### config.mk
export PLATFORM = sky130hd
export DESIGN_NAME = height_cell_update_tracker_flat
export DESIGN_NICKNAME = d
export VERILOG_FILES = /design/src/design/hcut_pkg.sv /design/src/design/hcut_if.sv /design/src/design/hcut_cell.sv /design/src/design/hcut_row.sv /design/src/design/height_cell_update_tracker.sv /design/src/flat_wrapper.sv
export SDC_FILE = /design/constraint.sdc
export NUM_CORES = 2
export LEC_CHECK = 0
export BUFFER_PORTS_ARGS = -buffer_cell sky130_fd_sc_hd__clkbuf_2
export CORE_AREA = 2 2 377 379
export DETAILED_ROUTE_END_ITERATION = 12
export DIE_AREA = 0 0 379 381
export MAX_ROUTING_LAYER = met4
export PLACE_DENSITY_LB_ADDON = 0.3
export SLEW_MARGIN = 20
export SYNTH_ARGS = -nofsm -noshare
export SYNTH_HDL_FRONTEND = slang
export SYNTH_SLANG_ARGS = --single-unit
### constraint.sdc
create_clock -name clock -period 13.6 [get_ports clock]
set_input_delay 0 -clock clock [delete_from_list [all_inputs] [get_ports clock]]
set_output_delay 0 -clock clock [all_outputs]
set_load 0.02 [all_outputs]
### src/design/hcut_pkg.sv
// ----------------------------------------------------------------------------
// hcut_pkg
// Shared types, sizes and codes for the height cell update tracker.
// ----------------------------------------------------------------------------
package hcut_pkg;

   localparam int MAX_UPDATES = 16;
   localparam int HEIGHT_BITS = 16;
   localparam int TAG_BITS    = 16;
   localparam int CNT_BITS    = $clog2(MAX_UPDATES + 1);

   localparam logic REQ_ADD    = 1'b0;
   localparam logic REQ_REMOVE = 1'b1;

   localparam logic [1:0] STATUS_DONE      = 2'd0;
   localparam logic [1:0] STATUS_FULL      = 2'd1;
   localparam logic [1:0] STATUS_NOT_FOUND = 2'd2;

   typedef enum logic {
      ST_IDLE,
      ST_REDUCE
   } state_type;

   // One stored update.
   typedef struct packed {
      logic                          valid;
      logic [TAG_BITS-1:0]           tag;
      logic signed [HEIGHT_BITS-1:0] low;
      logic signed [HEIGHT_BITS-1:0] high;
   } slot_type;

   // Running extremes handed from cell to cell.
   typedef struct packed {
      logic                          valid;
      logic signed [HEIGHT_BITS-1:0] low;
      logic signed [HEIGHT_BITS-1:0] high;
   } part_type;

   // Control for one cell of the row.
   typedef struct packed {
      logic                          shift_en;
      logic                          append_en;
      logic [TAG_BITS-1:0]           key;
      logic signed [HEIGHT_BITS-1:0] low;
      logic signed [HEIGHT_BITS-1:0] high;
   } cell_ctl_type;

   // Commands from the top level to the row.
   typedef struct packed {
      logic                          append_en;
      logic [CNT_BITS-1:0]           append_idx;
      logic                          remove_en;
      logic [TAG_BITS-1:0]           key;
      logic signed [HEIGHT_BITS-1:0] low;
      logic signed [HEIGHT_BITS-1:0] high;
   } row_cmd_type;

endpackage

### src/design/hcut_if.sv
// ----------------------------------------------------------------------------
// hcut_if
// Valid/ready channels for requests and responses of the tracker.
// ----------------------------------------------------------------------------
interface hcut_req_if;
   logic                                   valid;
   logic                                   ready;
   logic                                   req_type;
   logic [hcut_pkg::TAG_BITS-1:0]          tag_id;
   logic signed [hcut_pkg::HEIGHT_BITS-1:0] z;
   logic                                   last;

   modport source (output valid, req_type, tag_id, z, last, input ready);
   modport sink   (input valid, req_type, tag_id, z, last, output ready);
endinterface

interface hcut_rsp_if;
   logic                                   valid;
   logic                                   ready;
   logic [1:0]                             status;
   logic                                   occupied;
   logic signed [hcut_pkg::HEIGHT_BITS-1:0] cell_min_z;
   logic signed [hcut_pkg::HEIGHT_BITS-1:0] cell_max_z;
   logic [hcut_pkg::CNT_BITS-1:0]          entry_count;

   modport source (output valid, status, occupied, cell_min_z, cell_max_z, entry_count,
                   input ready);
   modport sink   (input valid, status, occupied, cell_min_z, cell_max_z, entry_count,
                   output ready);
endinterface

### src/design/hcut_cell.sv
// ----------------------------------------------------------------------------
// hcut_cell
// One slot of the update list with its share of the min/max reduction.
// ----------------------------------------------------------------------------
module hcut_cell (
   input  logic                    clock,
   input  logic                    reset,
   input  hcut_pkg::cell_ctl_type  ctl,
   input  hcut_pkg::slot_type      nbr_slot,
   input  hcut_pkg::part_type      nbr_part,
   output hcut_pkg::slot_type      slot,
   output hcut_pkg::part_type      part,
   output logic                    match
);

   hcut_pkg::slot_type slot_ff, slot_in;
   hcut_pkg::part_type part_ff, part_in;

   always_comb begin
      match = slot_ff.valid && (slot_ff.tag == ctl.key);

      slot_in = slot_ff;
      if (ctl.shift_en) begin
         slot_in = nbr_slot;
      end else if (ctl.append_en) begin
         slot_in.valid = 1'b1;
         slot_in.tag   = ctl.key;
         slot_in.low   = ctl.low;
         slot_in.high  = ctl.high;
      end

      // Valid slots form a prefix, so an empty slot just passes what comes behind it.
      part_in = nbr_part;
      if (slot_ff.valid) begin
         part_in.valid = 1'b1;
         part_in.low   = slot_ff.low;
         part_in.high  = slot_ff.high;
         if (nbr_part.valid) begin
            if (nbr_part.low < slot_ff.low) begin
               part_in.low = nbr_part.low;
            end
            if (nbr_part.high > slot_ff.high) begin
               part_in.high = nbr_part.high;
            end
         end
      end
   end

   always_ff @(posedge clock) begin
      if (reset) begin
         slot_ff.valid <= 1'b0;
         part_ff.valid <= 1'b0;
      end else begin
         slot_ff <= slot_in;
         part_ff <= part_in;
      end
   end

   assign slot = slot_ff;
   assign part = part_ff;

endmodule

### src/design/hcut_row.sv
// ----------------------------------------------------------------------------
// hcut_row
// Row of slot cells: append at the fill point, remove with compaction,
// and a running min/max that moves one cell toward the head each cycle.
// ----------------------------------------------------------------------------
module hcut_row (
   input  logic                   clock,
   input  logic                   reset,
   input  hcut_pkg::row_cmd_type  cmd,
   output logic                   found,
   output hcut_pkg::part_type     head_part
);

   localparam int N = hcut_pkg::MAX_UPDATES;

   hcut_pkg::slot_type     slots [N+1];
   hcut_pkg::part_type     parts [N+1];
   hcut_pkg::cell_ctl_type ctls  [N];
   logic [N-1:0]           tag_hits;
   logic [N-1:0]           hit_prefix;

   assign slots[N] = '0;
   assign parts[N] = '0;

   always_comb begin
      hit_prefix[0] = tag_hits[0];
      for (int i = 1; i < N; i++) begin
         hit_prefix[i] = hit_prefix[i-1] | tag_hits[i];
      end
   end

   assign found     = hit_prefix[N-1];
   assign head_part = parts[0];

   for (genvar g = 0; g < N; g++) begin : g_cell
      always_comb begin
         ctls[g].shift_en  = cmd.remove_en && hit_prefix[g];
         ctls[g].append_en = cmd.append_en &&
                             (cmd.append_idx == hcut_pkg::CNT_BITS'(g));
         ctls[g].key       = cmd.key;
         ctls[g].low       = cmd.low;
         ctls[g].high      = cmd.high;
      end

      hcut_cell u_cell (
         .clock    (clock),
         .reset    (reset),
         .ctl      (ctls[g]),
         .nbr_slot (slots[g+1]),
         .nbr_part (parts[g+1]),
         .slot     (slots[g]),
         .part     (parts[g]),
         .match    (tag_hits[g])
      );
   end

endmodule

### src/design/height_cell_update_tracker.sv
// ----------------------------------------------------------------------------
// height_cell_update_tracker
// Keeps a list of tagged height updates for one map cell and the cell extremes.
// ----------------------------------------------------------------------------
// A point without last gives no response; points stream one per cycle while idle and the response
// slot is free. A point with last, or a remove whose id is absent, gives its registered response
// in the cycle after it is accepted. A remove that hits compacts the row, then the min/max runs
// along the row of MAX_UPDATES cells toward the head before the response is loaded.
// Synchronous active-high reset empties the list and clears the extremes and the run.
module height_cell_update_tracker (
   input  logic            clock,
   input  logic            reset,
   hcut_req_if.sink        req_bus,
   hcut_rsp_if.source      rsp_bus
);

   localparam int CW = hcut_pkg::CNT_BITS;
   localparam int HB = hcut_pkg::HEIGHT_BITS;

   hcut_pkg::state_type   state_ff, state_in;
   logic [CW-1:0]         count_ff, count_in;
   logic [CW-1:0]         red_cnt_ff, red_cnt_in;
   logic                  run_active_ff, run_active_in;
   logic signed [HB-1:0]  run_low_ff, run_low_in;
   logic signed [HB-1:0]  run_high_ff, run_high_in;
   logic signed [HB-1:0]  total_low_ff, total_low_in;
   logic signed [HB-1:0]  total_high_ff, total_high_in;

   logic                  rsp_valid_ff, rsp_valid_in;
   logic [1:0]            rsp_status_ff, rsp_status_in;
   logic [CW-1:0]         rsp_count_ff, rsp_count_in;
   logic signed [HB-1:0]  rsp_min_ff, rsp_min_in;
   logic signed [HB-1:0]  rsp_max_ff, rsp_max_in;

   logic                  out_free;
   logic                  fire;
   logic                  is_point;
   logic                  is_remove;
   logic                  is_full;
   logic                  rsp_load;
   logic                  found;
   hcut_pkg::part_type    head_part;
   hcut_pkg::row_cmd_type cmd;

   assign out_free      = !rsp_valid_ff || rsp_bus.ready;
   assign req_bus.ready = (state_ff == hcut_pkg::ST_IDLE) && out_free;
   assign fire          = req_bus.valid && req_bus.ready;
   assign is_point      = fire && (req_bus.req_type == hcut_pkg::REQ_ADD);
   assign is_remove     = fire && (req_bus.req_type == hcut_pkg::REQ_REMOVE);
   assign is_full       = (count_ff == CW'(hcut_pkg::MAX_UPDATES));

   // Run extremes including the current point.
   always_comb begin
      run_low_in  = run_low_ff;
      run_high_in = run_high_ff;
      if (!run_active_ff) begin
         run_low_in  = req_bus.z;
         run_high_in = req_bus.z;
      end else begin
         if (req_bus.z < run_low_ff) begin
            run_low_in = req_bus.z;
         end
         if (req_bus.z > run_high_ff) begin
            run_high_in = req_bus.z;
         end
      end
      run_active_in = run_active_ff;
      if (is_point) begin
         run_active_in = !req_bus.last;
      end
   end

   always_comb begin
      cmd.append_en  = is_point && req_bus.last && !is_full;
      cmd.append_idx = count_ff;
      cmd.remove_en  = is_remove;
      cmd.key        = req_bus.tag_id;
      cmd.low        = run_low_in;
      cmd.high       = run_high_in;
   end

   hcut_row u_row (
      .clock     (clock),
      .reset     (reset),
      .cmd       (cmd),
      .found     (found),
      .head_part (head_part)
   );

   always_comb begin
      state_in      = state_ff;
      count_in      = count_ff;
      red_cnt_in    = red_cnt_ff;
      total_low_in  = total_low_ff;
      total_high_in = total_high_ff;
      rsp_load      = 1'b0;
      rsp_status_in = hcut_pkg::STATUS_DONE;

      unique case (state_ff)
         hcut_pkg::ST_IDLE: begin
            if (is_point && req_bus.last) begin
               rsp_load = 1'b1;
               if (is_full) begin
                  rsp_status_in = hcut_pkg::STATUS_FULL;
               end else begin
                  count_in = count_ff + CW'(1);
                  if (count_ff == '0) begin
                     total_low_in  = run_low_in;
                     total_high_in = run_high_in;
                  end else begin
                     if (run_low_in < total_low_ff) begin
                        total_low_in = run_low_in;
                     end
                     if (run_high_in > total_high_ff) begin
                        total_high_in = run_high_in;
                     end
                  end
               end
            end else if (is_remove) begin
               if (found) begin
                  count_in   = count_ff - CW'(1);
                  red_cnt_in = '0;
                  state_in   = hcut_pkg::ST_REDUCE;
               end else begin
                  rsp_load      = 1'b1;
                  rsp_status_in = hcut_pkg::STATUS_NOT_FOUND;
               end
            end
         end
         hcut_pkg::ST_REDUCE: begin
            // The head cell holds the full extremes once the row has settled.
            if (red_cnt_ff == CW'(hcut_pkg::MAX_UPDATES)) begin
               if (out_free) begin
                  rsp_load = 1'b1;
                  state_in = hcut_pkg::ST_IDLE;
                  if (head_part.valid) begin
                     total_low_in  = head_part.low;
                     total_high_in = head_part.high;
                  end else begin
                     total_low_in  = '0;
                     total_high_in = '0;
                  end
               end
            end else begin
               red_cnt_in = red_cnt_ff + CW'(1);
            end
         end
         default: begin
            state_in = hcut_pkg::ST_IDLE;
         end
      endcase

      rsp_count_in = count_in;
      rsp_min_in   = total_low_in;
      rsp_max_in   = total_high_in;
      if (rsp_load) begin
         rsp_valid_in = 1'b1;
      end else if (rsp_bus.ready) begin
         rsp_valid_in = 1'b0;
      end else begin
         rsp_valid_in = rsp_valid_ff;
      end
   end

   always_ff @(posedge clock) begin
      if (reset) begin
         state_ff      <= hcut_pkg::ST_IDLE;
         count_ff      <= '0;
         red_cnt_ff    <= '0;
         run_active_ff <= 1'b0;
         run_low_ff    <= '0;
         run_high_ff   <= '0;
         total_low_ff  <= '0;
         total_high_ff <= '0;
         rsp_valid_ff  <= 1'b0;
      end else begin
         state_ff      <= state_in;
         count_ff      <= count_in;
         red_cnt_ff    <= red_cnt_in;
         run_active_ff <= run_active_in;
         if (is_point) begin
            run_low_ff  <= run_low_in;
            run_high_ff <= run_high_in;
         end
         total_low_ff  <= total_low_in;
         total_high_ff <= total_high_in;
         rsp_valid_ff  <= rsp_valid_in;
      end
   end

   always_ff @(posedge clock) begin
      if (rsp_load) begin
         rsp_status_ff <= rsp_status_in;
         rsp_count_ff  <= rsp_count_in;
         rsp_min_ff    <= rsp_min_in;
         rsp_max_ff    <= rsp_max_in;
      end
   end

   assign rsp_bus.valid       = rsp_valid_ff;
   assign rsp_bus.status      = rsp_status_ff;
   assign rsp_bus.occupied    = (rsp_count_ff != '0);
   assign rsp_bus.cell_min_z  = rsp_min_ff;
   assign rsp_bus.cell_max_z  = rsp_max_ff;
   assign rsp_bus.entry_count = rsp_count_ff;

endmodule
### src/flat_wrapper.sv
// flat-port wrapper written by rule: the top's interface ports become plain ports
module height_cell_update_tracker_flat 
  (clock, reset, req_bus_valid, req_bus_req_type, req_bus_tag_id, req_bus_z, req_bus_last, req_bus_ready, rsp_bus_valid, rsp_bus_status, rsp_bus_occupied, rsp_bus_cell_min_z, rsp_bus_cell_max_z, rsp_bus_entry_count, rsp_bus_ready);
  hcut_req_if req_bus_i ();
  hcut_rsp_if rsp_bus_i ();
  input  logic clock;
  input  logic reset;
  input wire logic [$bits(req_bus_i.valid)-1:0] req_bus_valid;
  input wire logic [$bits(req_bus_i.req_type)-1:0] req_bus_req_type;
  input wire logic [$bits(req_bus_i.tag_id)-1:0] req_bus_tag_id;
  input wire logic [$bits(req_bus_i.z)-1:0] req_bus_z;
  input wire logic [$bits(req_bus_i.last)-1:0] req_bus_last;
  output wire logic [$bits(req_bus_i.ready)-1:0] req_bus_ready;
  output wire logic [$bits(rsp_bus_i.valid)-1:0] rsp_bus_valid;
  output wire logic [$bits(rsp_bus_i.status)-1:0] rsp_bus_status;
  output wire logic [$bits(rsp_bus_i.occupied)-1:0] rsp_bus_occupied;
  output wire logic [$bits(rsp_bus_i.cell_min_z)-1:0] rsp_bus_cell_min_z;
  output wire logic [$bits(rsp_bus_i.cell_max_z)-1:0] rsp_bus_cell_max_z;
  output wire logic [$bits(rsp_bus_i.entry_count)-1:0] rsp_bus_entry_count;
  input wire logic [$bits(rsp_bus_i.ready)-1:0] rsp_bus_ready;
  assign req_bus_i.valid = req_bus_valid;
  assign req_bus_i.req_type = req_bus_req_type;
  assign req_bus_i.tag_id = req_bus_tag_id;
  assign req_bus_i.z = req_bus_z;
  assign req_bus_i.last = req_bus_last;
  assign req_bus_ready = req_bus_i.ready;
  assign rsp_bus_valid = rsp_bus_i.valid;
  assign rsp_bus_status = rsp_bus_i.status;
  assign rsp_bus_occupied = rsp_bus_i.occupied;
  assign rsp_bus_cell_min_z = rsp_bus_i.cell_min_z;
  assign rsp_bus_cell_max_z = rsp_bus_i.cell_max_z;
  assign rsp_bus_entry_count = rsp_bus_i.entry_count;
  assign rsp_bus_i.ready = rsp_bus_ready;
  height_cell_update_tracker u_core (.clock(clock), .reset(reset), .req_bus(req_bus_i), .rsp_bus(rsp_bus_i));
endmodule
==> results.yml <==
placement:
  routabilityCongestion: 0.9380
  place_ws_ps: 6421
  numPortBuffers: 79
  placed_area_sq_um: 83140
  hpwl_um: 154900
timing:
  fmax_mhz: 144.6
  slew_headroom_pct: 24.86
  fin_crit_sh_pct: 50.84
  fin_worst_skew_ps: 30.57
  tightest_slew_ps: 1123
  setup_ws_ps: 6686
  fin_crit_ps: 6914
  tns_ps: 0
  drv_slew: 0
  hold_viol: 0
  rsz0062_at_grt: "no"
  setup_viol: 0
layout:
  drive_above_1_share_pct: 16.02
  nets: 7642
  syn2layout_area_growth_pct: 9.765
  design_area_sq_um: 88710
  fillers: 10740
  post-route-util_pct: 63.12
logic_synthesis:
  synth_top_family_by_area: "compound AO/OA/AOI/OAI gates"
  synth_area_leaders: "edfxtp_1, mux2_2, ha_1"
  yosysTopAreaCellShare_pct: 49.01
  seq_area_frac_synth_pct: 51.71
  synth_mux_area_share_pct: 10.47
  synth.net_count: 7669
  synth-compound-area-share_pct: 11.11
  async_reset_ff_share_pct: 0
  netlist-cell-type-count: 89
  synth-simple-area-share_pct: 10.39
  synth_largest_area_cell: "edfxtp_1"
  synth_fa_ha_area_share_pct: 8.282
  yosysWarnings: 0
  postSynthCellCount: 7096
  synth_edf_count: 1319
  synth_ff_type: "edfxtp_1"
  synth.avg_cell_area_sq_um: 11.39
  synth_common_cells: "edfxtp_1, inv_1, mux2_2"
  synthXorXnorAreaFrac_pct: 2.816
  syn_area_sq_um: 80820
  synth_seq_cells: 1428
  yosysMostFrequentCell: "edfxtp_1"
setup_path:
  critPathSlowestCell: "a211oi_4"
  cp_top_family: "compound AO/OA/AOI/OAI gates"
  path_buf_inv: 5
  cp-start-kind: "register"
  critPathMostFrequentCell: "buf_4"
  max_stage_delay_ps: 660
  path_max_fanout: 18
  arrival_ps: 7600
  cp.required_ps: 14290
  cp_cell_sequence: "inv_1 > ha_1 > a211oi_1 > o21ai_0 > a211o_1 > a21oi_1 > o21a_1 > and2_1 > buf_4 > a21oi_2 > buf_4 > inv_1 > ha_1 > a21o_1 > a221o_1 > a221oi_1 > o21ai_0 > a21bo_2 > a211oi_4 > nor2_2 > buf_4 > mux2_1"
  worstSetupPathType: "register to register"
  critPathCaptureType: "register"
hold_path:
  hold_path_class: "primary input to register"
clock_network:
  ctsLongestPathBuffers: 3
  cts-root-buf: "clkbuf_16"
  clkLatencyLatePin_ps: 800
  cts.sinks: 1428
  cts_resized: 0
  cts_buffers: 153
  cts_tree: "yes"
  clk_pin_slew_ps: 60
  htree_levels: 4
global_route:
  grt_pass1_vias: 56290
  overflow: 0
  grt_max_degree: 84
  grt_pass1_wl_um: 339800
  gr-usage-all-layers_pct: 31.82
  antenna_found_initial: 13
route:
  top_layer_used: "met4"
  first_pass_iters: 6
  drtIter0Drc: 6805
  viasPerCell: 6.350
  wl_met2_um: 103100
  via_count: 57780
  postRouteWirelength_um: 225900
  wl_met3_um: 20260
  avgRoutedWirePerCell_um: 24.83
  antenna_left: 0
  met1_length_um: 94140
  remaining_drc_errors: 0
pwr:
  p_leak_nw: 34.65
  vdd_drop_max_v: 0.00009870
  totalPowerFinal_mw: 10.27
  p_per_area_nw_per_um2: 115.7
run_status:
  outcome: "complete, no violations"
floorplanning:
  fp.dieArea_sq_um: 144400
  dieWidth_um: 379
  row_count: 138
  dieHeight_um: 381
  coreArea_sq_um: 140600
  io_pins: 80
  initial_core_util_pct: 57.50
job:
  max-cap-violations: 0
## routing by layer
layer  up-vias  global-route usage (%)
li1      26160                       -
met1     28340                   42.83
met2      2768                   48.45
met3       507                   5.282
met4         0                   12.05
met5         -                       -
## metrics by stage
stage | hold slack [ps] | instances
floorplan | 187.2 | 7096
global placement | 425.6 | 8769
detailed placement | 429.0 | 8769
CTS | 50.02 | 9086
global route | 109.4 | 9091
finish | 83.37 | 9098
## placed cells by master (no fill, tap or decap), drive strengths merged, types with 180 or more instances in the layout
cell    synthesis  layout
nand2         264     264
clkbuf        290     272
a21oi         509     509
edfxtp       1319    1319
nand3         190     190
inv           608     616
ha            535     535
nand4         180     180
mux2          628     628
nor2          560     560
## state kept, by name (all words and copies together), names as in the netlist, 16 cells and up
register                         flops
u_core.rsp_bus.cell_max_z           16
u_core.total_high_ff                16
u_core.total_low_ff                 16
u_core.u_row.g_cell.u_cell.slot    784
u_core.rsp_bus.cell_min_z           16
u_core.run_low_ff                   16
u_core.run_high_ff                  16
u_core.u_row.g_cell.u_cell.part    528
## what timing repair did
item / 4_1_cts / 5_1_grt
setup buffers: 0 / 0
hold buffers: 35 / 0
hold endpoints to repair: 179 / 0
## worst paths after layout
| kind | from | end | slack (ps) | depth (start not counted) |
|---|---|---|---|---|
| min reg2reg | u_core.run_high_ff[2] | u_core.run_high_ff[2] | 510 | 2 |
| min | req_bus_req_type | u_core.run_low_ff[12] | 80 | 5 |
| max | u_core.run_low_ff[2] | u_core.total_low_ff[0] | 6690 | 22 |
| max reg2reg | u_core.run_low_ff[2] | u_core.total_low_ff[0] | 6690 | 22 |
## power by group
part           switching (mW)  total [mW]  internal, mW
Clock                    1.79        4.35          2.56
Sequential             0.0903        5.04          4.95
Combinational           0.551       0.884         0.333
Total                    2.43        10.3          7.84
## logic make-up (layout without fill, tap and decap cells)
group	Yosys count	after routing
adder cells (fa/ha/maj)	535	535
flip-flops	1428	1428
XOR/XNOR	259	259
buffers and inverters	1052	1152
AO/OA/AOI/OAI	1377	1377
AND/OR/NAND/NOR	1678	1678
other	0	12
multiplexers	767	767
## worst min-delay path: stages
cell	delay, ps
clkbuf_2	180
nor4b_4	70
buf_4	330
nor2_1	180
a211oi_1	50
## cell type report
cell class / count / area [sq um] / share of cell area (%)
Antenna cell: 12 / 30.03 / 0.03385
Clock buffer: 194 / 4170 / 4.701
Clock inverter: 88 / 992.2 / 1.118
Inverter: 610 / 2306 / 2.599
Multi-Input combinational cell: 4616 / 35210 / 39.69
Sequential cell: 1428 / 41790 / 47.11
Tap cell: 1890 / 2365 / 2.666
Timing Repair Buffer: 260 / 1848 / 2.083
(Power assumes the default switching activity.)
